[src/sv/mtf_ram.sv]
`timescale 1ns / 1ps
// ----------------------------------------------------------------------------
// mtf_ram
// Generic single-write, single-read RAM with registered read data.
// ----------------------------------------------------------------------------
module mtf_ram #(
    parameter int WIDTH = 8,
    parameter int DEPTH = 16
) (
    input  logic                     i_clk,
    input  logic                     i_we,
    input  logic [$clog2(DEPTH)-1:0] i_waddr,
    input  logic [WIDTH-1:0]         i_wdata,
    input  logic [$clog2(DEPTH)-1:0] i_raddr,
    output logic [WIDTH-1:0]         o_rdata
);
    logic [WIDTH-1:0] r_mem [DEPTH];
    logic [WIDTH-1:0] r_rdata;

    always_ff @(posedge i_clk) begin
        if (i_we) begin
            r_mem[i_waddr] <= i_wdata;
        end
        r_rdata <= r_mem[i_raddr];
    end

    assign o_rdata = r_rdata;
endmodule

[config.mk]
export PLATFORM = sky130hd
export DESIGN_NAME = mtf_ram
export DESIGN_NICKNAME = d
export VERILOG_FILES = /design/src/sv/mtf_ram.sv
export SDC_FILE = /design/constraint.sdc
export NUM_CORES = 1
export LEC_CHECK = 0
export ABC_AREA = 1
export BUFFER_PORTS_ARGS = -buffer_cell sky130_fd_sc_hd__buf_2
export CORE_MARGIN = 4
export CORE_UTILIZATION = 50
export CTS_BUF_LIST = sky130_fd_sc_hd__clkbuf_16
export DETAILED_ROUTE_END_ITERATION = 12
export PLACE_DENSITY = 0.78
export SETUP_SLACK_MARGIN = 0.2
export SLEW_MARGIN = 40
export SYNTH_ARGS = -nofsm -noshare
export SYNTH_HDL_FRONTEND = slang
export SYNTH_SLANG_ARGS = --single-unit
[constraint.sdc]
create_clock -name i_clk -period 1.2 [get_ports i_clk]
set_clock_uncertainty 0.2 [all_clocks]
set_input_delay 0.12 -clock i_clk [delete_from_list [all_inputs] [get_ports i_clk]]
set_output_delay 0.12 -clock i_clk [all_outputs]
set_load 0.005 [all_outputs]
**Word-level counts from Yosys, hierarchy flattened**

Memory sizes are Yosys's and may differ from the RTL's. A register that Yosys moved wholly into a read port is not among the register bits.
Cells that the tools add are included.

- Register bits after elaboration: 0
- RAM bits: 128
- Bits of input ports: 18
- Output and inout bits: 8
- Word-level logic and storage cells: 3
- Memories kept: 1

- Mux-type cells: 2

Memories:

| memory | depth | bits a word | rd ports | clocked after memory_dff | write ports | line | source |
|---|---|---|---|---|---|---|---|
| r_mem | 16 | 8 | 1 | 1 | 1 | 17 | `logic [WIDTH-1:0] r_mem [DEPTH];` |

Operators with widths:

| cell | count |
|---|---|
| two-way mux 1 bit | 2 |

**Longest topological paths before layout**

- Depth after elaboration: 2
- Mapped depth: 8
- Mapped depth without buffers: 7

**Worst setup path after synthesis**

No wires, ideal clock.

- Path type: in2reg
- From: input port i_waddr[3]
- To: memory r_mem[4][0] (enable)
- Library setup time: 0.370 ns
- Arrival: 0.701 ns
- Data required time: 0.630 ns
- Slack: -0.071 ns
- Cell stages on the path: 2
- Buffers on the path: 0
- Path through: nand3b_1 nor2_1

RTL lines:

| item | line | source |
|---|---|---|
| from (decl) | 12 | `input logic [$clog2(DEPTH)-1:0] i_waddr,` |
| to (decl) | 17 |  |

No word-level cell before the write port.

==> results.sh <==
export IMPL_seq_area_frac_synth=0.694
export IMPL_hold_viol=48
export IMPL_start_util=0.521
export IMPL_seq_area_mm2=0.00401
export IMPL_pre_cts_slack_ns=-0.202
export IMPL_crit_family="simple AND/OR/NAND/NOR gates"
export IMPL_final_nets=617
export IMPL_clockBufferDepth=2
export IMPL_ios=26
export IMPL_cts_root_buffer="clkbuf_16"
export IMPL_layout_drive_gt1_share=0.247
export IMPL_clk_pin_slew_ns=0.06
export IMPL_rows=38
export IMPL_vias=4061
export IMPL_p_per_area_mw_per_mm2=1650
export IMPL_synth_area_top_cells="edfxtp_1 (67%), nand2_1 (11%), nand3_1 (8.4%)"
export IMPL_synth_common_cells="nand2_1 (173), edfxtp_1 (128), inv_1 (100)"
export IMPL_die_area_mm2=0.0133
export IMPL_multi_input_area_mm2=0.00154
export IMPL_required_ns=1.29
export IMPL_antennaDiodeCount=0
export IMPL_irDropWorstVdd_uv=1050
export IMPL_fin_crit_sh=1.04
export IMPL_p_leak_nw=3.09
export IMPL_clock_fmax_mhz=798
export IMPL_routabilityCongestion=0.912
export IMPL_cp_common_cell="nand2_1"
export IMPL_syn_area_mm2=0.00577
export IMPL_fin_setup_tns_ns=-0.101
export IMPL_crit_path_end_kind="register"
export IMPL_drtIter0Drc=454
export IMPL_worst_slack_ns=-0.0536
export IMPL_crit_buf_inv=0
export IMPL_ys_warnings_count=0
export IMPL_finalWirelength_um=13700
export IMPL_wl_per_cell_um=18.2
export IMPL_synthArstFlopShare=0
export IMPL_status="finished with violations"
export IMPL_tightest_slew_ns=0.433
export IMPL_syn2layout_area_growth_pct=24.8
export IMPL_antenna_left=0
export IMPL_core_area_mm2=0.0111
export IMPL_path_cells="nand2_1 > nand2_1 > nand2_1 > nand3_1 > nand3_1 > nand2_1"
export IMPL_grt_pass1_vias=4027
export IMPL_hold_ws_ns=-0.0529
export IMPL_slew_violations=0
export IMPL_hp_class="in -> reg"
export IMPL_numCtsBuffers=17
export IMPL_first_pass_iters=6
export IMPL_startpoint_type="register"
export IMPL_final_fill_count=754
export IMPL_synth_cells=551
export IMPL_rsz0062_at_grt="yes"
export IMPL_grt_use_total=0.217
export IMPL_grt_pass1_wl_um=21200
export IMPL_drv_cap=0
export IMPL_critical_path_arrival_ns=1.34
export IMPL_cts_tree="built"
export IMPL_die_y_um=115
export IMPL_synth_edf_count=128
export IMPL_violations="hold timing, setup timing"
export IMPL_port_buffers=25
export IMPL_grt_max_degree=48
export IMPL_syn_nets=569
export IMPL_synth_distinct_cells=12
export IMPL_critPathMaxStageDelay_ns=0.40
export IMPL_relSlewSlack=0.711
export IMPL_grt_overflow=0
export IMPL_yosys_area_top_type="edfxtp_1"
export IMPL_clock_sinks=136
export IMPL_postSynthAreaPerCell_um2=10.5
export IMPL_crit_type="reg -> reg"
export IMPL_drc=0
export IMPL_insertion_delay_ns=0.41
export IMPL_critPathMaxFanout=1
export IMPL_cts_hold_buf=6
export IMPL_synth_most_common_cell="nand2_1"
export IMPL_final_setup_viol_count=4
export IMPL_cts_max_level=4
export IMPL_r2r_slack_ns=-0.05
export IMPL_ys_flop_type="edfxtp_1"
export IMPL_antenna_found_initial=0
export IMPL_place_hpwl_um=8110
export IMPL_viasPerCell=5.40
export IMPL_period_minus_slack_ns=1.25
export IMPL_ys_ff_latch=136
export IMPL_cp_slowest_cell="edfxtp_1"
export IMPL_die_x_um=115
export IMPL_netlist_area_leader_share=0.667
export IMPL_final_util=0.650
-- placed cells by master, fill, tap and decap left out --
cell type,Yosys,routed
buf_12,0,5
buf_2,13,19
buf_4,4,16
buf_6,6,3
bufinv_16,0,5
clkbuf_16,0,17
clkbuf_4,0,4
clkinv_2,0,2
clkinv_4,0,5
clkinvlp_4,0,1
dfxtp_1,8,6
dfxtp_2,0,2
dlygate4sd3_1,0,6
edfxtp_1,128,128
inv_1,100,97
inv_2,2,5
inv_6,0,2
nand2_1,173,163
nand2_2,0,7
nand2_4,0,3
nand3_1,97,59
nand3_2,0,37
nand3_4,0,1
nand3b_1,2,2
nor2_2,0,8
nor2_4,0,9
-- worst paths after layout --
kind | from | end | cells after the start
setup reg to reg | r_mem[6][7]$_DFFE_PP_ | o_rdata[7]$_DFF_P_ | 6
setup / recovery | r_mem[6][7]$_DFFE_PP_ | o_rdata[7]$_DFF_P_ | 6
hold reg to reg | r_mem[13][5]$_DFFE_PP_ | o_rdata[5]$_DFF_P_ | 6
hold / removal | i_wdata[4] | r_mem[13][4]$_DFFE_PP_ | 1
-- where the power goes --
| part | internal, mW | switching, mW |
|---|---|---|
| Clock | 3.70 | 1.97 |
| Sequential | 5.31 | 0.0323 |
| Combinational | 0.277 | 0.544 |
-- kinds of logic (layout without fill, tap and decap cells) --
group	after synthesis	in the layout	synth area share
flops	136	136	0.694
simple gates	289	289	0.210
buf+inv	126	187	0.0952
-- layer usage --
| metal | wire [um] | track usage | part of all wire | up-vias |
|---|---|---|---|---|
| met5 | 0 | 0 | 0 | - |
| met4 | 447 | 0.0947 | 0.033 | 0 |
| met3 | 986 | 0.0411 | 0.072 | 43 |
| met2 | 7160 | 0.369 | 0.52 | 228 |
| met1 | 5100 | 0.270 | 0.37 | 1915 |
| li1 | - | - | - | 1875 |
-- worst register-to-register path: stages (launching register included) --
cell	delay, ns
edfxtp_1	0.40
nand2_1	0.10
nand2_1	0.06
nand2_1	0.10
nand3_1	0.10
nand3_1	0.10
nand2_1	0.08
-- what timing repair did --
action / 4_1_cts / 5_1_grt
endpoints found under the setup margin: 16 / 82
setup buffers: 0 / 0
hold endpoints to repair: 133 / 48
pin swaps: 9 / 14
resized for setup: 14 / 38
-- state kept, by name (all words and copies together), names as in the netlist --
signal / count
r_mem: 128
o_rdata: 8
-- area by class of cell --
type / count / area share
Clock inverter: 15 / 0.0313
Multi-Input combinational cell: 289 / 0.214
Inverter: 102 / 0.0537
Sequential cell: 136 / 0.557
Timing Repair Buffer: 53 / 0.0610
Clock buffer: 17 / 0.0591
Tap cell: 140 / 0.0243
-- through the flow --
step	area [um^2]	hold slack, ns	std cells	power, mW
global route	7200	-0.0503	752	12.2
floorplan	5910	0.0189	551	5.85
detailed placement	6260	0.225	714	6.15
global placement	6260	0.216	714	6.13
finish	7200	-0.0529	752	11.8
CTS	7040	-0.0515	752	11.8
Power figures use the tool's default switching activity.
