$ cat src/sv/mtf_isqrt.sv
`timescale 1ns / 1ps
// ----------------------------------------------------------------------------
// mtf_isqrt
// Integer square root of a 64-bit value, two radicand bits per cycle.
// ----------------------------------------------------------------------------
module mtf_isqrt (
    input  logic        i_clk,
    input  logic        i_rst_n,
    input  logic        i_start,
    input  logic [63:0] i_val,
    output logic        o_done,
    output logic [31:0] o_root
);
    logic        r_busy;
    logic        r_done;
    logic [4:0]  r_cnt;
    logic [63:0] r_val;
    logic [33:0] r_rem;
    logic [31:0] r_root;
    logic [33:0] n_acc;
    logic [33:0] n_trial;
    logic        n_ge;

    assign n_acc   = {r_rem[31:0], r_val[63:62]};
    assign n_trial = {r_root, 2'b01};
    assign n_ge    = n_acc >= n_trial;

    always_ff @(posedge i_clk) begin
        if (!i_rst_n) begin
            r_busy <= 1'b0;
            r_done <= 1'b0;
        end else begin
            r_done <= 1'b0;
            if (i_start) begin
                r_busy <= 1'b1;
                r_cnt  <= '0;
                r_val  <= i_val;
                r_rem  <= '0;
                r_root <= '0;
            end else if (r_busy) begin
                r_val  <= {r_val[61:0], 2'b00};
                r_rem  <= n_ge ? n_acc - n_trial : n_acc;
                r_root <= {r_root[30:0], n_ge};
                r_cnt  <= r_cnt + 1'b1;
                if (r_cnt == 5'd31) begin
                    r_busy <= 1'b0;
                    r_done <= 1'b1;
                end
            end
        end
    end

    assign o_done = r_done;
    assign o_root = r_root;
endmodule

$ cat config.mk
export PLATFORM = sky130hd
export DESIGN_NAME = mtf_isqrt
export DESIGN_NICKNAME = d
export VERILOG_FILES = /design/src/sv/mtf_isqrt.sv
export SDC_FILE = /design/constraint.sdc
export NUM_CORES = 1
export LEC_CHECK = 0
export BUFFER_PORTS_ARGS = -buffer_cell sky130_fd_sc_hd__buf_2
export CAP_MARGIN = 20
export CORE_ASPECT_RATIO = 0.5
export CORE_MARGIN = 8
export CORE_UTILIZATION = 55
export DETAILED_ROUTE_END_ITERATION = 6
export PLACE_DENSITY_LB_ADDON = 0.12
export SYNTH_ARGS = -nofsm -noshare
export SYNTH_HDL_FRONTEND = slang
export SYNTH_SLANG_ARGS = --single-unit
$ cat constraint.sdc
create_clock -name i_clk -period 7.4 [get_ports i_clk]
set_input_delay 0 -clock i_clk [delete_from_list [all_inputs] [get_ports i_clk]]
set_output_delay 0 -clock i_clk [all_outputs]
set_load 0.01 [all_outputs]
[Word level (Yosys, flattened, before mapping)]
Index checks and enable logic that the tools add are counted.
Operators by class
  add/subtract/negate cells: 2
  $mul: 0
  div/mod/pow operators: 0
  order comparisons: 1
  equality and inequality tests: 1
  shift operators: 0
  muxes and demuxes: 10
  bitwise gates (word level): 2
  reduce and logical (&&, ||, !) cells: 3
Operators with widths (number)
  two-way mux 64 bit: 2
  two-way mux 32 bit: 3
  greater-or-equal comparator 34 bit: 1
  subtractor 32 bit: 1
  adder 5 x 1 -> 5 bit, second input constant: 1
  equality test 5 bit, second input constant: 1
  two-way mux 5 bit: 1
  two-way mux 1 bit: 4
  OR reduction 3 bit: 1
  inverter 1 bit: 2
  AND reduction 2 bit: 1
  nonzero test 2 bit: 1
Word-level totals
  register bits: 135
  latch bits: 0
  memory bits (writable): 0
  bits in read-only memories: 0
  word-level logic and storage cells: 25
  memories kept: 0

[Logic depth before layout (Yosys ltp)]
  word-level depth: 4
  mapped depth: 12

[Worst setup path before layout]
OpenSTA, ideal clock, no wires.
  path kind: input-to-reg
  start: in i_start
  end: reg r_root[0] (netlist: o_root[0]) (enable)
  library setup time: 0.504 ns
  arrival: 3.665 ns
  slack: 3.231 ns
  stages on the path: 3
  path buffers: 2
  cells stage by stage: clkbuf_1 clkbuf_1 o21a_1
On the way
  cells in the longest elaborated chain, start to end: 2
Ends and longest elaborated chain
  start: declaration: line 9  | input logic i_start,
  nonzero test 2 bit (no line)
  AND reduction 2 bit (no line)
  end signal: assignment: line 43  | r_root <= {r_root[30:0], n_ge};
  end: declaration: line 19  | logic [31:0] r_root;
Every way passes these cells.
A chain may end at the register's enable or synchronous reset.

[Final worst setup path]
  start: reg r_root[3] (netlist: o_root[3])
  end: reg r_rem[15] (data pin)
On the way
  cells in the longest elaborated chain, start to end: 3
  elaborated cells on any way between the ends: 4
  those cells by class: add/sub (1); order compare (1); mux (2)
Ends and longest elaborated chain
  subtractor 32 bit or greater-or-equal comparator 34 bit (tied branches): line 42, 26
  two-way mux 32 bit *: line 42  | r_rem <= n_ge ? n_acc - n_trial : n_acc;
  two-way mux 32 bit *: line 40  | end else if (r_busy) begin
  end signal: assignment: line 42
  end: declaration: line 18  | logic [33:0] r_rem;
Mark *: on every way between the ends. The rest lies on a longest branch, timed or not. The select of a mux whose other input is x is not followed.

==> reports/metrics.yaml <==
drt:
  final_antenna_net_count: 0
  wl_um: 15900
  num_vias: 5113
  drc: 0
  drtPass1Iterations: 5
  wl_per_cell_um: 16.7
  viasPerCell: 5.36
  drtIter0Drc: 316
setup_path:
  rrSetupSlack_ns: 4.17
  worstSetupEndpointType: "flip-flop"
  worstSetupPathType: "reg2reg"
  crit_arrival_ns: 3.36
  cp_num_buf_inv: 1
  cp_cell_sequence: "inv_1 > ha_1 > a21o_1 > or3_1 > o22a_4 > o2111ai_2 > a211oi_2 > or3_4 > nand2_8 > mux2i_1 > nor2_1"
  crit_slowest_cell: "or3_4"
  crit_path_max_incr_delay_ns: 0.44
  cp_top_family: "simple AND/OR/NAND/NOR gates"
  crit_path_start_kind: "flip-flop"
  crit_required_ns: 7.53
  crit_fanout: 35
cts:
  clk_pin_slew_ns: 0.06
  cts_buffers: 17
  clkSinkCount: 135
  clockRootBuffer: "clkbuf_16"
  clk_latency_ns: 0.42
  cts_tree: "built"
  clk_path_buf_depth: 2
  ctsHtreeMaxLevel: 4
  cts_resized: 0
placed_design:
  gp_congestion: 0.843
  hpwl_um: 9890
  io_buffers: 99
logic_synthesis:
  ys_seq_area_frac: 0.548
  synth_largest_area_cell: "edfxtp_1"
  syn_area_um2: 7360
  synth_edf_count: 133
  synthDistinctLibCells: 57
  yosys-top-cells-area: "edfxtp_1 54%, mux2_2 9.6%, ha_1 6.1%"
  ys_top_cells_by_count: "133 x edfxtp_1, 77 x nor2_1, 63 x mux2_2"
  ys_ff_latch: 135
  synth_area_per_cell_um2: 12.3
  yosysMostFrequentCell: "edfxtp_1"
  yosysWarningCount: 0
  netlist_instances: 599
  synth_nets: 702
  async_flop_share: 0
  synthFlopType: "edfxtp_1"
  synth_top_area_share: 0.543
power_and_ir_drop:
  peakVddDrop_mv: 0.174
  p_per_area_nw_per_um2: 242
  p_leak_nw: 3.85
timing:
  min_period_over_period: 0.437
  setup-violations-final: 0
  finalSetupTns_ns: 0
  fin_crit_ns: 3.23
  fmax_mhz: 309
  worst_slew_pin_slew_ns: 0.966
  drv_slew: 0
  hold_slack_ns: 0.168
  finalClockSkew_ns: 0.00984
  rsz0062_at_grt: "no"
  slew_headroom: 0.356
  hold_viol_final: 0
final_layout:
  drive_gt1_frac: 0.266
  n_antenna_cell: 0
  final_core_util: 0.693
  final_nets: 868
  syn2layout_area_growth_pct: 25.5
run:
  max-cap-violations: 0
floorplan:
  die_w_um: 180
  core_um2: 13300
  die_area_um2: 17600
  die_h_um: 97.8
  pin_count: 100
  initial_core_util: 0.552
  rows: 30
global_routing:
  antenna_found_initial: 0
  grt_remaining_overflow: 0
  grt_pass1_wl_um: 26500
  globalRouteTotalUtil: 0.184
  grt_pass1_vias: 5255
  grt_max_degree: 84
run_status:
  status: "complete, no violations"
min_path:
  min_path_type: "in2reg"
cell usage in the layout, fill, tap and decap left out, drive strengths merged, types with 19 or more instances in the layout:
cell type	n
inv	50
dlygate4sd3	65
mux2i	26
mux2	63
xnor2	19
nor2	77
edfxtp	133
buf	101
ha	36
a21oi	34
o21ai	19
kinds of logic (layout without fill, tap and decap cells):
logic type | count (synthesis) | in the layout | synth area share
xor+xnor | 30 | 30 | 0.0357
mux | 89 | 89 | 0.132
flops | 135 | 135 | 0.548
fa+ha+maj | 36 | 36 | 0.0612
simple gates | 147 | 147 | 0.0950
compound gates | 101 | 101 | 0.0930
buf+inv | 61 | 240 | 0.0352
report_power, final:
group | switching, W | internal (W) | total [W]
registers | 0.0000238 | 0.000913 | 0.000937
logic | 0.000239 | 0.000207 | 0.000446
clock network | 0.000372 | 0.000481 | 0.000853
routing by layer:
layer,wire (um),vias to the layer above,GRT usage
li1,-,2538,-
met1,7450,2424,0.240
met4,70,0,0.0363
met2,7540,141,0.304
met3,887,10,0.0541
met5,0,-,0
final cells by class:
cell class,instances,area (um^2)
clock buffers,18,429
repair buffers,166,1160
multi-input cells,403,3070
clock inverters,14,159
fillers,947,4090
well taps,176,220
flip-flops and latches,135,4030
inverters,42,158
per-stage QoR:
stage,power (W),worst slack [ns],cell area (um^2),std cells
floorplan,0.00128,3.23,7360,599
global placement,0.00136,4.22,8000,857
detailed placement,0.00137,4.19,8000,857
CTS,0.00225,4.16,9240,954
global route,0.00233,3.93,9240,954
finish,0.00224,4.17,9240,954
path summary, 6_finish.rpt:
path,start,endpoint,cells after the start
setup / recovery,o_root[3],r_rem[15],11
hold reg to reg,r_busy,o_done,1
setup reg to reg,o_root[3],r_rem[15],11
hold / removal,i_start,o_root[2],2
timing repair:
action / CTS / global route
hold endpoints to repair: 65 / 0
hold buffers: 65 / 0
buffers inserted: 0 / 0
worst reg2reg max path: stages (launching register included):
cell and delay (ns):
edfxtp_1 0.34, inv_1 0.06, ha_1 0.35, a21o_1 0.21, or3_1 0.34, o22a_4 0.23, o2111ai_2 0.24, a211oi_2 0.13
or3_4 0.44, nand2_8 0.29, mux2i_1 0.26, nor2_1 0.06
registers in the layout, summed over array words and instances (netlist names):
| register | cells |
|---|---|
| r_cnt | 5 |
| r_rem | 32 |
| o_done | 1 |
| r_busy | 1 |
| r_val | 64 |
| o_root | 32 |
(Power assumes the default switching activity.)
