<file path="src/sv/mtf_pkg.sv">
`timescale 1ns / 1ps
// ----------------------------------------------------------------------------
// mtf_pkg
// Shared types and constants of the mesh tangent frame accumulator.
// ----------------------------------------------------------------------------
package mtf_pkg;

    // Slot count; must be a power of two, indices wrap on the low bits.
    localparam int MAX_VERTICES = 4096;
    localparam int ADDR_W       = $clog2(MAX_VERTICES);
    localparam int IDX_W        = 12;

    localparam int VTX_W        = 80;   // pos x,y,z + tex u,v
    localparam int FRM_W        = 96;   // tangent x,y,z + bitangent x,y,z

    localparam int DIV_N_W      = 54;
    localparam int DIV_D_W      = 35;
    localparam int FACE_SAT     = 1073741823;
    localparam int UNIT_Q14     = 16384;

    localparam logic CMD_LOAD   = 1'b0;
    localparam logic CMD_TRI    = 1'b1;

    typedef struct packed {
        logic               cmd;
        logic [IDX_W-1:0]   load_index;
        logic signed [15:0] pos_x;
        logic signed [15:0] pos_y;
        logic signed [15:0] pos_z;
        logic signed [15:0] tex_u;
        logic signed [15:0] tex_v;
        logic [IDX_W-1:0]   corner_a;
        logic [IDX_W-1:0]   corner_b;
        logic [IDX_W-1:0]   corner_c;
    } t_in_req;

    typedef struct packed {
        logic [IDX_W-1:0]   vertex_id;
        logic signed [15:0] tangent_x;
        logic signed [15:0] tangent_y;
        logic signed [15:0] tangent_z;
        logic signed [15:0] bitangent_x;
        logic signed [15:0] bitangent_y;
        logic signed [15:0] bitangent_z;
        logic               degenerate;
        logic               last_corner;
    } t_out_rsp;

    typedef struct packed {
        logic               start;
        logic [DIV_N_W-1:0] dividend;
        logic [DIV_D_W-1:0] divisor;
    } t_div_req;

    typedef struct packed {
        logic               done;
        logic [DIV_N_W-1:0] quotient;
    } t_div_rsp;

endpackage

</file>
<file path="src/sv/mtf_div.sv">
`timescale 1ns / 1ps
// ----------------------------------------------------------------------------
// mtf_div
// Restoring unsigned divider, one quotient bit per cycle.
// ----------------------------------------------------------------------------
module mtf_div import mtf_pkg::*; (
    input  logic     i_clk,
    input  logic     i_rst_n,
    input  t_div_req i_req,
    output t_div_rsp o_rsp
);
    localparam int CNT_W = $clog2(DIV_N_W);

    logic               r_busy;
    logic               r_done;
    logic [CNT_W-1:0]   r_cnt;
    logic [DIV_D_W-1:0] r_rem;
    logic [DIV_D_W-1:0] r_den;
    logic [DIV_N_W-1:0] r_quo;
    logic [DIV_D_W:0]   n_trial;
    logic               n_ge;
    logic [DIV_D_W:0]   n_diff;

    assign n_trial = {r_rem, r_quo[DIV_N_W-1]};
    assign n_ge    = n_trial >= {1'b0, r_den};
    assign n_diff  = n_trial - {1'b0, r_den};

    always_ff @(posedge i_clk) begin
        if (!i_rst_n) begin
            r_busy <= 1'b0;
            r_done <= 1'b0;
        end else begin
            r_done <= 1'b0;
            if (i_req.start) begin
                r_busy <= 1'b1;
                r_cnt  <= '0;
                r_rem  <= '0;
                r_den  <= i_req.divisor;
                r_quo  <= i_req.dividend;
            end else if (r_busy) begin
                r_rem <= n_ge ? n_diff[DIV_D_W-1:0] : n_trial[DIV_D_W-1:0];
                r_quo <= {r_quo[DIV_N_W-2:0], n_ge};
                r_cnt <= r_cnt + 1'b1;
                if (r_cnt == CNT_W'(DIV_N_W - 1)) begin
                    r_busy <= 1'b0;
                    r_done <= 1'b1;
                end
            end
        end
    end

    assign o_rsp.done     = r_done;
    assign o_rsp.quotient = r_quo;
endmodule

</file>
<file path="config.mk">
export PLATFORM = sky130hd
export DESIGN_NAME = mtf_div
export DESIGN_NICKNAME = d
export VERILOG_FILES = /design/src/sv/mtf_pkg.sv /design/src/sv/mtf_div.sv
export SDC_FILE = /design/constraint.sdc
export NUM_CORES = 1
export LEC_CHECK = 0
export ABC_AREA = 1
export BUFFER_PORTS_ARGS = -buffer_cell sky130_fd_sc_hd__buf_2
export CAP_MARGIN = 30
export CORE_MARGIN = 2
export CORE_UTILIZATION = 62
export CTS_CLUSTER_SIZE = 28
export DETAILED_ROUTE_END_ITERATION = 6
export GPL_TIMING_DRIVEN = 0
export PLACE_DENSITY = 0.88
export SYNTH_ARGS = -nofsm -noshare
export SYNTH_HDL_FRONTEND = slang
export SYNTH_SLANG_ARGS = --single-unit
</file>
<file path="constraint.sdc">
create_clock -name i_clk -period 7.2 [get_ports i_clk]
set_input_delay 1.44 -clock i_clk [delete_from_list [all_inputs] [get_ports i_clk]]
set_output_delay 1.44 -clock i_clk [all_outputs]
set_load 0.05 [all_outputs]
</file>
* Word level (Yosys, flattened, before mapping)
Index checks and enable logic that the tools add are counted.
** Word-level totals
- Output and inout port bits :: 55
- Flip-flop bits (word level) :: 132
- Input port bits :: 92
** Operators by class
- Bitwise logic cells :: 2
- $add $sub $neg :: 2
- Equality and inequality tests :: 1
- Multiplexer cells :: 9
- Magnitude comparators :: 1
- Reduce and logical (&&, ||, !) cells :: 4
** Operators by type and width (count)
- two-way mux 54 bit :: 2
- two-way mux 35 bit :: 2
- >= comparator 36 x 35 -> 1 bit :: 1
- subtractor 35 bit :: 1
- adder 6 x 1 -> 6 bit (second input constant) :: 1
- equality test 6 bit (second input constant) :: 1
- two-way mux 6 bit :: 1
- two-way mux 1 bit :: 4
- AND reduction 2 bit :: 2
- OR reduction 3 bit :: 1
- NOT 1 bit :: 2
- nonzero test 2 bit :: 1

* Logic depth before layout (Yosys ltp)
Gate-level depths: netlist of the first run.
- Word-level depth :: 4
- Depth in mapped cells :: 17

* Least setup slack after synthesis of the first run
Ideal clock, no wire load.
- Path kind :: input to register
- Start :: in i_req[89] (netlist name)
- End :: reg r_cnt[0], enable pin
- Slack :: 2621 ps
- Stages on the path :: 4
- Arrival time :: 4122 ps
- Library setup time :: 456 ps
- Path buffers :: 2
- Cell sequence :: clkbuf_1 -> buf_1 -> nand2_1 -> nand2_1
** Between the ends
- Longest elaborated chain between the ends :: 2
** Ends and longest elaborated chain
- start, declared :: line mtf_div.sv:9 : input t_div_req i_req,
- nonzero test 2 bit (no source line)
- AND reduction 2 bit (no source line)
- end signal, assigned :: line mtf_div.sv:43 : r_cnt <= r_cnt + 1'b1;
- end, declared :: line mtf_div.sv:16 : logic [CNT_W-1:0] r_cnt;
No other way between the ends.
A chain may end at the register's enable or synchronous reset.

* Worst setup path after layout of the first run
- Start :: in i_req[89] (netlist name)
- End :: reg r_den[8], enable pin
** Between the ends
- Longest elaborated chain between the ends :: 1
** Ends and longest elaborated chain
- AND reduction 2 bit (no source line)
- end signal, assigned :: line mtf_div.sv:38 : r_den <= i_req.divisor;
- end, declared :: line mtf_div.sv:18 : logic [DIV_D_W-1:0] r_den;
No other way between the ends.

==> results of run 1 <==
==> layer usage <==
metal / vias up / share of wire [%]
li1: 3694 / -
met1: 3421 / 39
met2: 367 / 49
met3: 74 / 8.4
met4: 4 / 3.9
met5: - / 0.094
==> sequential cells by signal (all words and copies together), names as in the netlist <==
name / cells
r_busy: 1
r_cnt: 6
r_den: 35
r_done: 1
r_quo: 54
r_rem: 35
==> power groups by stage <==
stage / Sequential, mW / Combinational, mW / Clock [mW]
6_report: 1.00 / 0.890 / 0.893
5_1_grt: 1.01 / 0.986 / 0.920
4_1_cts: 0.999 / 0.880 / 0.888
3_5_place_dp: 1.01 / 0.865 / 0
3_3_place_gp: 1.02 / 0.837 / 0
2_1_floorplan: 1.10 / 0.569 / 0
==> cells by family after synthesis <==
| kind of cell | count (synthesis) | share of synthesized area [%] |
|---|---|---|
| simple gates | 640 | 31.37 |
| buf+inv | 203 | 9.852 |
| fa+ha+maj | 38 | 5.702 |
| xor+xnor | 18 | 1.861 |
| flops | 132 | 46.56 |
| compound gates | 54 | 4.653 |
==> cell usage in the layout (no fill, tap or decap), drive strengths merged <==
cell type and instances:
a21o 1, a21oi 24, and2 3, and3 1, buf 157, bufinv 2, clkbuf 31, clkinv 4
clkinvlp 2, dfxtp 2, edfxtp 130, fa 1, ha 37, inv 186, nand2 471, nand3 24
nand3b 11, nand4 1, nor2 117, nor3 8, nor3b 1, nor4 3, o21ai 9, o21bai 20
xnor2 3, xor2 15
==> cell usage after synthesis (4+ instances only) <==
cell type,number,area share (%)
nand2_1,460,20
inv_1,171,7.6
edfxtp_1,130,46
nor2_1,81,3.6
ha_1,37,5.5
nor2_2,34,2.5
a21oi_1,23,1.4
nand3_1,23,1.4
o21bai_2,18,2.4
xor2_1,15,1.6
clkbuf_1,14,0.62
nand2_2,10,0.74
nand3b_1,10,0.89
o21ai_0,9,0.53
inv_2,8,0.35
nor3_1,8,0.47
buf_12,4,0.95
==> final timing paths <==
| path | slack [ns] | cells after the start | startpoint | end |
|---|---|---|---|---|
| worst max register to register | 4.47 | 16 | r_quo[53]$_DFFE_PP_ | r_rem[33]$_SDFFCE_PP0P_ |
| worst min register to register | 0.55 | 2 | r_quo[0]$_DFFE_PP_ | r_quo[1]$_DFFE_PP_ |
| worst min-delay path | 0.55 | 2 | r_quo[0]$_DFFE_PP_ | r_quo[1]$_DFFE_PP_ |
| worst max-delay path | 3.90 | 5 | i_req[89] | r_den[8]$_DFFE_PP_ |
==> worst max-delay path, cell delays in order <==
cell and delay [ns]:
clkbuf_1 0.41, buf_1 0.45, nand2_1 0.24, inv_1 0.62, buf_16 0.25
==> per-stage QoR <==
stage	setup slack [ns]	instances	util (%)	hold slack, ns	cell area (sq um)
2_1_floorplan	2.621	1085	-	0.4454	8471
3_3_place_gp	1.472	1406	70.83	0.4551	9417
3_5_place_dp	3.490	1408	71.30	0.5238	9479
4_1_cts	3.881	1440	75.77	0.5406	10070
5_1_grt	3.699	1440	75.77	0.5593	10070
6_report	3.900	1440	75.77	0.5451	10070
==> area by class of cell <==
| class | instances | area [sq um] |
|---|---|---|
| inverter | 179 | 671.9 |
| timing repair buffer | 147 | 780.7 |
| buffer | 24 | 162.7 |
| clock inverter | 15 | 168.9 |
| clock buffer | 17 | 425.4 |
| fill | 929 | 3222 |
| sequential | 132 | 3944 |
| multi-input combinational | 750 | 3700 |
| tap | 176 | 220.2 |
==> run_summary.xml, run 1 <==
<?xml version="1.0" encoding="UTF-8"?>
<metrics>
  <group name="outcome">
    <metric name="run_status" unit="">completed</metric>
  </group>
  <group name="grt">
    <metric name="pin_count_of_the_biggest_net_entering_global_routing" unit="">69</metric>
    <metric name="gr-max-usage-layer" unit="">met2</metric>
    <metric name="grt_antenna_before_repair" unit="">2</metric>
    <metric name="globalRoute.totalOverflow" unit="">0</metric>
    <metric name="grt_pass1_vias" unit="">7589</metric>
    <metric name="grt_first_pass_wirelength" unit="um">36340</metric>
    <metric name="globalRouteMet2Util" unit="%">54.32</metric>
    <metric name="global_route.usage.met1" unit="%">38.53</metric>
    <metric name="groute.usage.overall" unit="%">32.37</metric>
    <metric name="gr-usage-met3" unit="%">8.271</metric>
  </group>
  <group name="final_layout">
    <metric name="antenna_cells_inserted" unit="">0</metric>
    <metric name="share_of_final_layout_standard_cells_stronger_than_drive_strength_1" unit="%">20.89</metric>
    <metric name="area_growth_syn_to_layout" unit="%">18.92</metric>
    <metric name="design.final.nets" unit="">1381</metric>
  </group>
  <group name="critical_path">
    <metric name="cp_max_fo" unit="">21</metric>
    <metric name="type_of_element_launching_the_critical_path" unit="">input pin</metric>
    <metric name="timing.critical_path.required" unit="ns">7.33</metric>
    <metric name="worst-endpoint-arrival" unit="ns">3.43</metric>
    <metric name="worstSetupPathType" unit="">in -&gt; reg</metric>
    <metric name="critPathCaptureType" unit="">flip-flop</metric>
  </group>
  <group name="routing">
    <metric name="drt-pass1-iter-count" unit="">5</metric>
    <metric name="route.detailed.drc" unit="">0</metric>
    <metric name="wl_per_cell" unit="um">15.52</metric>
    <metric name="route.vias.total" unit="">7560</metric>
    <metric name="total_wire_length_after_detailed_routing" unit="um">22360</metric>
    <metric name="post_drt_via_cell_ratio" unit="">5.250</metric>
    <metric name="drt_first_iter_violations" unit="">616</metric>
    <metric name="postRouteAntennaNets" unit="">0</metric>
  </group>
  <group name="logic_synthesis">
    <metric name="synthesis.nets" unit="">1215</metric>
    <metric name="postSynthRegisterBits" unit="">132</metric>
    <metric name="ys_warn_count" unit="">0</metric>
    <metric name="synthesis.instances" unit="">1085</metric>
    <metric name="synth_ff_type" unit="">edfxtp_1</metric>
    <metric name="async_flop_share" unit="%">0</metric>
    <metric name="synth_sequential_area_ratio" unit="%">46.56</metric>
    <metric name="synthesis.area_per_instance" unit="sq um">7.807</metric>
    <metric name="netlist-cell-type-count" unit="">35</metric>
    <metric name="post_synth_instance_area" unit="sq um">8471</metric>
    <metric name="synth_enable_flop_cells" unit="">130</metric>
  </group>
  <group name="clock_tree">
    <metric name="numCtsBuffers" unit="">17</metric>
    <metric name="clock_tree.htree_level_count" unit="">4</metric>
    <metric name="postCtsSetupRepairBufs" unit="">0</metric>
    <metric name="cts_hold_buf" unit="">0</metric>
    <metric name="cts_tree" unit="">yes</metric>
    <metric name="root_buffer" unit="">clkbuf_16</metric>
    <metric name="ctsLongestPathBuffers" unit="">2</metric>
    <metric name="cts_repair_resize_count" unit="">0</metric>
    <metric name="path_clk_slew" unit="ns">0.06</metric>
    <metric name="cts_sink_count" unit="">132</metric>
    <metric name="worst_skew_pair.late_latency" unit="ns">0.43</metric>
  </group>
  <group name="timing">
    <metric name="final_max_slew_viol_count" unit="">0</metric>
    <metric name="period_minus_slack" unit="ns">3.300</metric>
    <metric name="clock_skew" unit="ns">0.009836</metric>
    <metric name="setup-violations-final" unit="">0</metric>
    <metric name="report.final.hold_viol_count" unit="">0</metric>
    <metric name="setup-tns-final" unit="ns">0</metric>
    <metric name="worst-slew-pin-transition" unit="ns">0.7640</metric>
    <metric name="final_min_period_over_clock_period" unit="%">45.83</metric>
    <metric name="grt_setup_unrepaired" unit="">false</metric>
    <metric name="timing.fmax" unit="GHz">0.3030</metric>
    <metric name="worst_max_slew_margin_expressed_relative_to_the_limit" unit="%">49.01</metric>
  </group>
  <group name="worst_hold_path">
    <metric name="timing.hold.worst.class" unit="">reg -&gt; reg</metric>
  </group>
  <group name="power_and_ir_drop">
    <metric name="ir_drop" unit="mV">0.2378</metric>
    <metric name="share_seq_of_total_power" unit="%">36.0</metric>
    <metric name="swShare" unit="%">36.70</metric>
    <metric name="power.static_leakage" unit="nW">5.242</metric>
    <metric name="totalPowerFinal" unit="mW">2.783</metric>
    <metric name="clock_power_share" unit="%">32.1</metric>
    <metric name="power.internal" unit="mW">1.762</metric>
    <metric name="net-switching-power" unit="mW">1.021</metric>
    <metric name="comb_power_share" unit="%">32.0</metric>
    <metric name="p_per_area" unit="nW/um^2">276.3</metric>
  </group>
  <group name="place">
    <metric name="place.detailed.hpwl" unit="um">16190</metric>
    <metric name="io_buffer_count" unit="">145</metric>
    <metric name="place.gp.congestion" unit="">0.9503</metric>
  </group>
  <group name="die">
    <metric name="die_width" unit="um">120.9</metric>
    <metric name="dieHeight" unit="um">120.9</metric>
    <metric name="placement_rows" unit="">42</metric>
    <metric name="io_pins" unit="">147</metric>
    <metric name="core_area" unit="sq um">13300</metric>
    <metric name="floorplan.initialDensity" unit="%">63.71</metric>
    <metric name="fp.dieArea" unit="sq um">14610</metric>
  </group>
  <group name="job">
    <metric name="cap_viol_max_count" unit="">0</metric>
  </group>
</metrics>
No activity file was read; power rests on OpenSTA's default activity.
==> inputs of run 2 (changes only) <==
- ABC_AREA: 1 -> 0
- CORE_UTILIZATION: 62 -> 56
- PLACE_DENSITY: 0.88 -> 0.82
- clock period: 7.2 -> 3.34 ns (I/O delays scaled with it)
==> run_summary.xml, run 2 <==
<?xml version="1.0" encoding="UTF-8"?>
<metrics>
  <group name="outcome">
    <metric name="run_status" unit="">completed</metric>
  </group>
  <group name="logic_synthesis">
    <metric name="yosys.cell_count.top_type" unit="">edfxtp_1</metric>
    <metric name="ys_top_cells_by_area" unit="">edfxtp_1 (53%), mux2_2 (8.2%), ha_1 (6.3%), a21oi_1 (3.9%), nand2_1 (3.1%)</metric>
    <metric name="synth_compound_gate_area_share" unit="%">13.13</metric>
    <metric name="postSynthRegisterBits" unit="">132</metric>
    <metric name="synthesis.area_per_instance" unit="sq um">11.33</metric>
    <metric name="synth_ff_type" unit="">edfxtp_1</metric>
    <metric name="yosys-top-cells-count" unit="">edfxtp_1 (130), nand2_1 (62), a21oi_1 (58), mux2_2 (54), inv_1 (47)</metric>
    <metric name="post_synth_instance_area" unit="sq um">7396</metric>
    <metric name="main_combinational_cell_family_by_area_after_synthesis" unit="">compound AO/OA/AOI/OAI gates</metric>
    <metric name="ys_warn_count" unit="">0</metric>
    <metric name="synth_largest_area_cell" unit="">edfxtp_1</metric>
    <metric name="synth_sequential_area_ratio" unit="%">53.32</metric>
    <metric name="yosys-mux-area-fraction" unit="%">8.493</metric>
    <metric name="synth-adder-area-share" unit="%">6.530</metric>
    <metric name="synthesis.nets" unit="">783</metric>
    <metric name="synthesis.instances" unit="">653</metric>
    <metric name="netlist-cell-type-count" unit="">60</metric>
    <metric name="synth.top_cell.area_share" unit="%">52.78</metric>
    <metric name="synthXorXnorAreaFrac" unit="%">3.197</metric>
    <metric name="synth_simple_gate_area_share" unit="%">11.05</metric>
    <metric name="async_flop_share" unit="%">0</metric>
    <metric name="synth_enable_flop_cells" unit="">130</metric>
  </group>
  <group name="routing">
    <metric name="wl_per_cell" unit="um">17.63</metric>
    <metric name="postRouteAntennaNets" unit="">0</metric>
    <metric name="total_wire_length_after_detailed_routing" unit="um">17720</metric>
    <metric name="drt-pass1-iter-count" unit="">5</metric>
    <metric name="route.vias.total" unit="">5799</metric>
    <metric name="route.detailed.drc" unit="">0</metric>
    <metric name="post_drt_via_cell_ratio" unit="">5.770</metric>
    <metric name="drt_first_iter_violations" unit="">406</metric>
  </group>
  <group name="critical_path">
    <metric name="worstSetupPathType" unit="">reg -&gt; reg</metric>
    <metric name="crit-reg2reg-capture" unit="">r_rem[21]$_SDFFCE_PP0P_</metric>
    <metric name="timing.critical_path.required" unit="ns">3.61</metric>
    <metric name="r2r_slack" unit="ns">0.12</metric>
    <metric name="worst-endpoint-arrival" unit="ns">3.49</metric>
    <metric name="critPathCaptureType" unit="">flip-flop</metric>
    <metric name="worstReg2RegStart" unit="">r_quo[53]$_DFFE_PP_</metric>
    <metric name="worst_r2r_path_depth" unit="">12</metric>
    <metric name="type_of_element_launching_the_critical_path" unit="">flip-flop</metric>
    <metric name="cp_max_fo" unit="">10</metric>
  </group>
  <group name="timing">
    <metric name="worst_max_slew_margin_expressed_relative_to_the_limit" unit="%">40.03</metric>
    <metric name="worst-slew-pin-transition" unit="ns">0.8996</metric>
    <metric name="period_minus_slack" unit="ns">3.219</metric>
    <metric name="final_min_period_over_clock_period" unit="%">96.38</metric>
    <metric name="timing.fmax" unit="GHz">0.3106</metric>
    <metric name="clock_skew" unit="ns">0.01315</metric>
    <metric name="report.final.hold_viol_count" unit="">0</metric>
    <metric name="setup-violations-final" unit="">0</metric>
    <metric name="final_max_slew_viol_count" unit="">0</metric>
  </group>
  <group name="clock_tree">
    <metric name="cts_sink_count" unit="">132</metric>
    <metric name="clock_tree.htree_level_count" unit="">4</metric>
    <metric name="cts_hold_buf" unit="">0</metric>
    <metric name="numCtsBuffers" unit="">17</metric>
    <metric name="root_buffer" unit="">clkbuf_16</metric>
    <metric name="ctsLongestPathBuffers" unit="">2</metric>
    <metric name="path_clk_slew" unit="ns">0.06</metric>
    <metric name="cts_tree" unit="">yes</metric>
    <metric name="worst_skew_pair.late_latency" unit="ns">0.42</metric>
  </group>
  <group name="final_layout">
    <metric name="area_growth_syn_to_layout" unit="%">21.35</metric>
    <metric name="largest_register_ffs" unit="">54</metric>
    <metric name="max_flop_register" unit="">r_quo</metric>
    <metric name="antenna_cells_inserted" unit="">0</metric>
    <metric name="final_common_cell" unit="">buf_2</metric>
    <metric name="design.final.nets" unit="">950</metric>
    <metric name="fin_area" unit="sq um">8975</metric>
    <metric name="stdcell_count" unit="">1005</metric>
    <metric name="most-common-layout-cells" unit="">buf_2 (153), edfxtp_1 (130), nand2_1 (62)</metric>
    <metric name="share_of_final_layout_standard_cells_stronger_than_drive_strength_1" unit="%">31.45</metric>
    <metric name="layout_top_registers" unit="">r_quo x54, r_den x35, r_rem x35</metric>
  </group>
  <group name="place">
    <metric name="place.gp.congestion" unit="">0.8951</metric>
    <metric name="io_buffer_count" unit="">145</metric>
    <metric name="place.detailed.hpwl" unit="um">12640</metric>
    <metric name="numPlacedInstances" unit="">971</metric>
    <metric name="dp_area" unit="sq um">8373</metric>
  </group>
  <group name="job">
    <metric name="cap_viol_max_count" unit="">0</metric>
  </group>
  <group name="power_and_ir_drop">
    <metric name="p_per_area" unit="nW/um^2">565.0</metric>
    <metric name="ir_drop" unit="mV">0.3827</metric>
    <metric name="power.static_leakage" unit="nW">3.715</metric>
  </group>
  <group name="worst_hold_path">
    <metric name="hold_start" unit="">i_req[25]</metric>
    <metric name="min_delay_path_depth" unit="">1</metric>
    <metric name="hold_end" unit="">r_den[25]$_DFFE_PP_</metric>
    <metric name="timing.hold.worst.class" unit="">in -&gt; reg</metric>
  </group>
  <group name="die">
    <metric name="die_width" unit="um">118.9</metric>
    <metric name="fp.dieArea" unit="sq um">14140</metric>
    <metric name="dieHeight" unit="um">118.9</metric>
    <metric name="placement_rows" unit="">41</metric>
    <metric name="core_area" unit="sq um">12770</metric>
    <metric name="floorplan.initialDensity" unit="%">57.90</metric>
    <metric name="io_pins" unit="">147</metric>
  </group>
  <group name="grt">
    <metric name="grt_antenna_before_repair" unit="">0</metric>
    <metric name="pin_count_of_the_biggest_net_entering_global_routing" unit="">54</metric>
    <metric name="grt_pass1_vias" unit="">5937</metric>
    <metric name="globalRoute.totalOverflow" unit="">0</metric>
    <metric name="groute.usage.overall" unit="%">25.71</metric>
    <metric name="grt_first_pass_wirelength" unit="um">28700</metric>
  </group>
</metrics>
## run 2: cell count changes in the layout (fill, tap and decap cells not counted), moves of 12 or more
cell	change
a211oi_1	+12
a21o_1	+12
a21oi_1	+34
inv_1	-124
nor2_2	-34
nor2_1	-37
mux2_2	+54
nand2_1	-397
o21bai_2	-18
nand3_1	-13
## run 2: what timing repair did
| item | CTS | global route |
|---|---|---|
| resized for setup | 0 | 12 |
| endpoints found under the hold margin | 0 | 0 |
| buffers inserted | 0 | 2 |
| endpoints found under the setup margin | 0 | 25 |
## run 2: cell families (layout without fill, tap and decap cells)
group,count (synthesis),count (layout)
AOI/OAI and AO/OA,151,151
adders and majority gates,38,38
buffers and inverters,76,256
and+or+nand+nor,173,173
xor gates and xnor gates,27,27
DFF,132,132
muxes,56,56
## run 2: report_power, final
part | switching (mW) | internal (mW)
Combinational | 0.770 | 0.467
Sequential | 0.0634 | 1.99
Clock | 0.751 | 1.03
## run 2: final cells by class
| cell class | instances | area [sq um] |
|---|---|---|
| flip-flops and latches | 132 | 3944 |
| fillers | 886 | 3799 |
| multi-input cells | 445 | 3167 |
| repair buffers | 148 | 768.2 |
| clock buffers | 17 | 425.4 |
| well taps | 172 | 215.2 |
| inverters | 47 | 176.4 |
| plain buffers | 29 | 147.6 |
| clock inverters | 15 | 131.4 |
## run 2: how the worst max path moves through the flow
stage                             start                 endpoint  slack (ns)  depth (start not counted)
CTS                 r_quo[53]$_DFFE_PP_  r_rem[13]$_SDFFCE_PP0P_        0.04                         12
global route        r_quo[53]$_DFFE_PP_  r_rem[28]$_SDFFCE_PP0P_       -0.02                         12
detailed placement  r_quo[53]$_DFFE_PP_  r_rem[13]$_SDFFCE_PP0P_        0.06                         12
finish              r_quo[53]$_DFFE_PP_  r_rem[21]$_SDFFCE_PP0P_        0.12                         12
floorplan           r_quo[53]$_DFFE_PP_  r_rem[21]$_SDFFCE_PP0P_        0.08                         12
global placement              i_req[89]       r_quo[7]$_DFFE_PP_        0.07                          2
## run 2: metrics by stage
stage | setup TNS (ns) | hold slack (ns) | power, mW | setup slack (ns) | utilization, %
finish | 0 | 0.4149 | 5.070 | 0.1208 | 70.26
global route | -0.04308 | 0.4010 | 5.281 | -0.01686 | 70.26
CTS | 0 | 0.4014 | 5.063 | 0.03604 | 69.91
detailed placement | 0 | 0.4686 | 3.287 | 0.05822 | 65.55
global placement | 0 | 0.4426 | 3.240 | 0.07411 | 65.28
floorplan | 0 | 0.4144 | 2.980 | 0.07970 | -
## run 2: metal layers
layer  vias up  wire length, um  track usage, %
li1       2761                -               -
met1      2778             7338           31.09
met2       234             8851           43.46
met3        26             1200           7.280
met4         0              324           10.12
met5         -                0               0
## run 2: worst max-delay path: stages (launching register included)
cell	delay [ns]
edfxtp_1	0.38
inv_1	0.06
ha_1	0.23
fa_1	0.39
nand2b_4	0.17
a21o_1	0.17
a2111o_1	0.47
a21boi_2	0.19
o311ai_2	0.13
and2_4	0.16
buf_6	0.14
or3b_1	0.40
a21oi_2	0.17
==> inputs of run 3 (changes only) <==
- BUFFER_PORTS_ARGS: -buffer_cell sky130_fd_sc_hd__buf_2 -> -buffer_cell sky130_fd_sc_hd__buf_4
==> run_summary.xml, run 3 (synthesis results as in run 2) <==
<?xml version="1.0" encoding="UTF-8"?>
<metrics>
  <group name="critical_path">
    <metric name="type_of_element_launching_the_critical_path" unit="">flip-flop</metric>
    <metric name="worst-endpoint-arrival" unit="ns">3.40</metric>
    <metric name="r2r_slack" unit="ns">0.19</metric>
    <metric name="worst_r2r_path_depth" unit="">10</metric>
    <metric name="crit-reg2reg-capture" unit="">r_rem[29]$_SDFFCE_PP0P_</metric>
    <metric name="timing.critical_path.required" unit="ns">3.59</metric>
    <metric name="worstReg2RegStart" unit="">r_rem[13]$_SDFFCE_PP0P_</metric>
    <metric name="cp_max_fo" unit="">8</metric>
    <metric name="worstSetupPathType" unit="">reg -&gt; reg</metric>
    <metric name="critPathCaptureType" unit="">flip-flop</metric>
  </group>
  <group name="die">
    <metric name="io_pins" unit="">147</metric>
    <metric name="die_width" unit="um">118.9</metric>
    <metric name="dieHeight" unit="um">118.9</metric>
    <metric name="floorplan.initialDensity" unit="%">57.90</metric>
    <metric name="fp.dieArea" unit="sq um">14140</metric>
    <metric name="core_area" unit="sq um">12770</metric>
    <metric name="placement_rows" unit="">41</metric>
  </group>
  <group name="final_layout">
    <metric name="design.final.nets" unit="">948</metric>
    <metric name="layout.filler_cells" unit="">892</metric>
    <metric name="final_common_cell" unit="">buf_4</metric>
    <metric name="area_growth_syn_to_layout" unit="%">26.12</metric>
    <metric name="fin_area" unit="sq um">9328</metric>
    <metric name="layout_top_registers" unit="">r_quo x54, r_den x35, r_rem x35</metric>
    <metric name="max_flop_register" unit="">r_quo</metric>
    <metric name="share_of_final_layout_standard_cells_stronger_than_drive_strength_1" unit="%">30.93</metric>
    <metric name="largest_register_ffs" unit="">54</metric>
    <metric name="antenna_cells_inserted" unit="">0</metric>
    <metric name="most-common-layout-cells" unit="">buf_4 (149), edfxtp_1 (130), nand2_1 (61)</metric>
  </group>
  <group name="worst_hold_path">
    <metric name="hold_start" unit="">i_req[22]</metric>
    <metric name="min_delay_path_depth" unit="">1</metric>
    <metric name="timing.hold.worst.class" unit="">in -&gt; reg</metric>
    <metric name="hold_end" unit="">r_den[22]$_DFFE_PP_</metric>
  </group>
  <group name="grt">
    <metric name="grt_antenna_before_repair" unit="">0</metric>
    <metric name="grt_pass1_vias" unit="">6119</metric>
    <metric name="globalRoute.totalOverflow" unit="">0</metric>
    <metric name="grt_first_pass_wirelength" unit="um">29210</metric>
    <metric name="groute.usage.overall" unit="%">26.18</metric>
    <metric name="pin_count_of_the_biggest_net_entering_global_routing" unit="">60</metric>
  </group>
  <group name="routing">
    <metric name="post_drt_via_cell_ratio" unit="">5.818</metric>
    <metric name="route.detailed.drc" unit="">0</metric>
    <metric name="route.vias.total" unit="">5835</metric>
    <metric name="wl_per_cell" unit="um">18.19</metric>
    <metric name="postRouteAntennaNets" unit="">0</metric>
    <metric name="drt-pass1-iter-count" unit="">5</metric>
    <metric name="drt_first_iter_violations" unit="">448</metric>
    <metric name="total_wire_length_after_detailed_routing" unit="um">18250</metric>
  </group>
  <group name="timing">
    <metric name="final_min_period_over_clock_period" unit="%">94.33</metric>
    <metric name="period_minus_slack" unit="ns">3.151</metric>
    <metric name="setup-tns-final" unit="ns">0</metric>
    <metric name="setup-violations-final" unit="">0</metric>
    <metric name="worst-slew-pin-transition" unit="ns">0.8936</metric>
    <metric name="final_max_slew_viol_count" unit="">0</metric>
    <metric name="finalWorstSetupSlack" unit="ns">0.1895</metric>
    <metric name="report.final.hold_viol_count" unit="">0</metric>
    <metric name="grt_setup_unrepaired" unit="">false</metric>
    <metric name="hold_slack" unit="ns">0.4081</metric>
    <metric name="timing.fmax" unit="GHz">0.3174</metric>
    <metric name="clock_skew" unit="ns">0.01488</metric>
    <metric name="worst_max_slew_margin_expressed_relative_to_the_limit" unit="%">40.43</metric>
  </group>
  <group name="place">
    <metric name="place.gp.congestion" unit="">0.9040</metric>
    <metric name="dp_worst_setup_slack" unit="ns">0.05731</metric>
    <metric name="place.detailed.hpwl" unit="um">13150</metric>
    <metric name="dp_area" unit="sq um">8736</metric>
    <metric name="io_buffer_count" unit="">145</metric>
  </group>
  <group name="power_and_ir_drop">
    <metric name="p_per_area" unit="nW/um^2">555.5</metric>
    <metric name="power.static_leakage" unit="nW">3.840</metric>
    <metric name="ir_drop" unit="mV">0.4018</metric>
    <metric name="totalPowerFinal" unit="mW">5.181</metric>
  </group>
  <group name="clock_tree">
    <metric name="numCtsBuffers" unit="">17</metric>
    <metric name="postCtsSetupRepairBufs" unit="">0</metric>
    <metric name="worst_skew_pair.late_latency" unit="ns">0.44</metric>
    <metric name="ctsLongestPathBuffers" unit="">2</metric>
    <metric name="cts_sink_count" unit="">132</metric>
    <metric name="path_clk_slew" unit="ns">0.06</metric>
    <metric name="root_buffer" unit="">clkbuf_16</metric>
    <metric name="cts_tree" unit="">yes</metric>
    <metric name="clock_tree.htree_level_count" unit="">4</metric>
  </group>
  <group name="outcome">
    <metric name="run_status" unit="">completed</metric>
  </group>
  <group name="job">
    <metric name="cap_viol_max_count" unit="">0</metric>
  </group>
</metrics>
-- run 3: changes by cell type in the layout (fill, tap and decap cells not counted), sizes merged --
cell      delta
bufinv       +1
buf          -2
clkbuf       +3
clkinv       +2
inv          -2
clkinvlp     -4
-- run 3: area by class of cell --
cell class	count	area (sq um)	share of cell area [%]
timing repair buffer	146	1116	11.97
clock inverter	12	132.6	1.422
inverter	47	176.4	1.891
buffer	29	147.6	1.583
sequential	132	3944	42.28
multi-input combinational	445	3159	33.87
tap	172	215.2	2.307
clock buffer	20	436.7	4.681
-- run 3: power by group --
| part | total, mW | switching, mW | internal, mW |
|---|---|---|---|
| sequential | 2.06 | 0.0671 | 1.99 |
| combinational | 1.29 | 0.772 | 0.516 |
| clock | 1.83 | 0.732 | 1.10 |
| total | 5.18 | 1.57 | 3.61 |
-- run 3: per-layer routing --
| layer | global-route usage [%] | part of all wire [%] | up-vias |
|---|---|---|---|
| met3 | 10.39 | 8.7 | 41 |
| met4 | 9.003 | 1.9 | 0 |
| met2 | 45.15 | 50 | 243 |
| met5 | 0 | 0 | - |
| met1 | 29.46 | 39 | 2794 |
| li1 | - | - | 2757 |
-- run 3: through the flow --
stage,util [%],std cells
after CTS,72.85,1003
after detailed placement,68.39,971
final,73.02,1003
after global placement,68.12,970
after floorplan,-,653
after global routing,73.02,1003
-- run 3: worst max path at each step --
stage	slack, ns	start	endpoint	cells past startpoint
6_report	0.19	r_rem[13]$_SDFFCE_PP0P_	r_rem[29]$_SDFFCE_PP0P_	10
5_1_grt	0.01	r_rem[22]$_SDFFCE_PP0P_	r_rem[32]$_SDFFCE_PP0P_	10
4_1_cts	0.001	r_quo[53]$_DFFE_PP_	r_rem[26]$_SDFFCE_PP0P_	11
3_5_place_dp	0.06	r_quo[53]$_DFFE_PP_	r_rem[26]$_SDFFCE_PP0P_	11
3_3_place_gp	0.04	i_req[89]	r_rem[7]$_SDFFCE_PP0P_	2
2_1_floorplan	0.08	r_quo[53]$_DFFE_PP_	r_rem[21]$_SDFFCE_PP0P_	12
-- run 3: what timing repair did --
action                                  CTS  global route
endpoints found under the setup margin    0            27
hold buffers                              0             0
gates resized for setup                   0            12
-- run 3: worst max-delay path, stage by stage, from the launching register on --
cell and delay [ns]:
edfxtp_1 0.40, ha_1 0.31, clkbuf_1 0.20, a21oi_1 0.31, o21a_1 0.18, a221oi_1 0.08, a2111oi_1 0.59, nor2b_1 0.38
o21ai_1 0.12, xnor2_1 0.15, a211oi_1 0.26
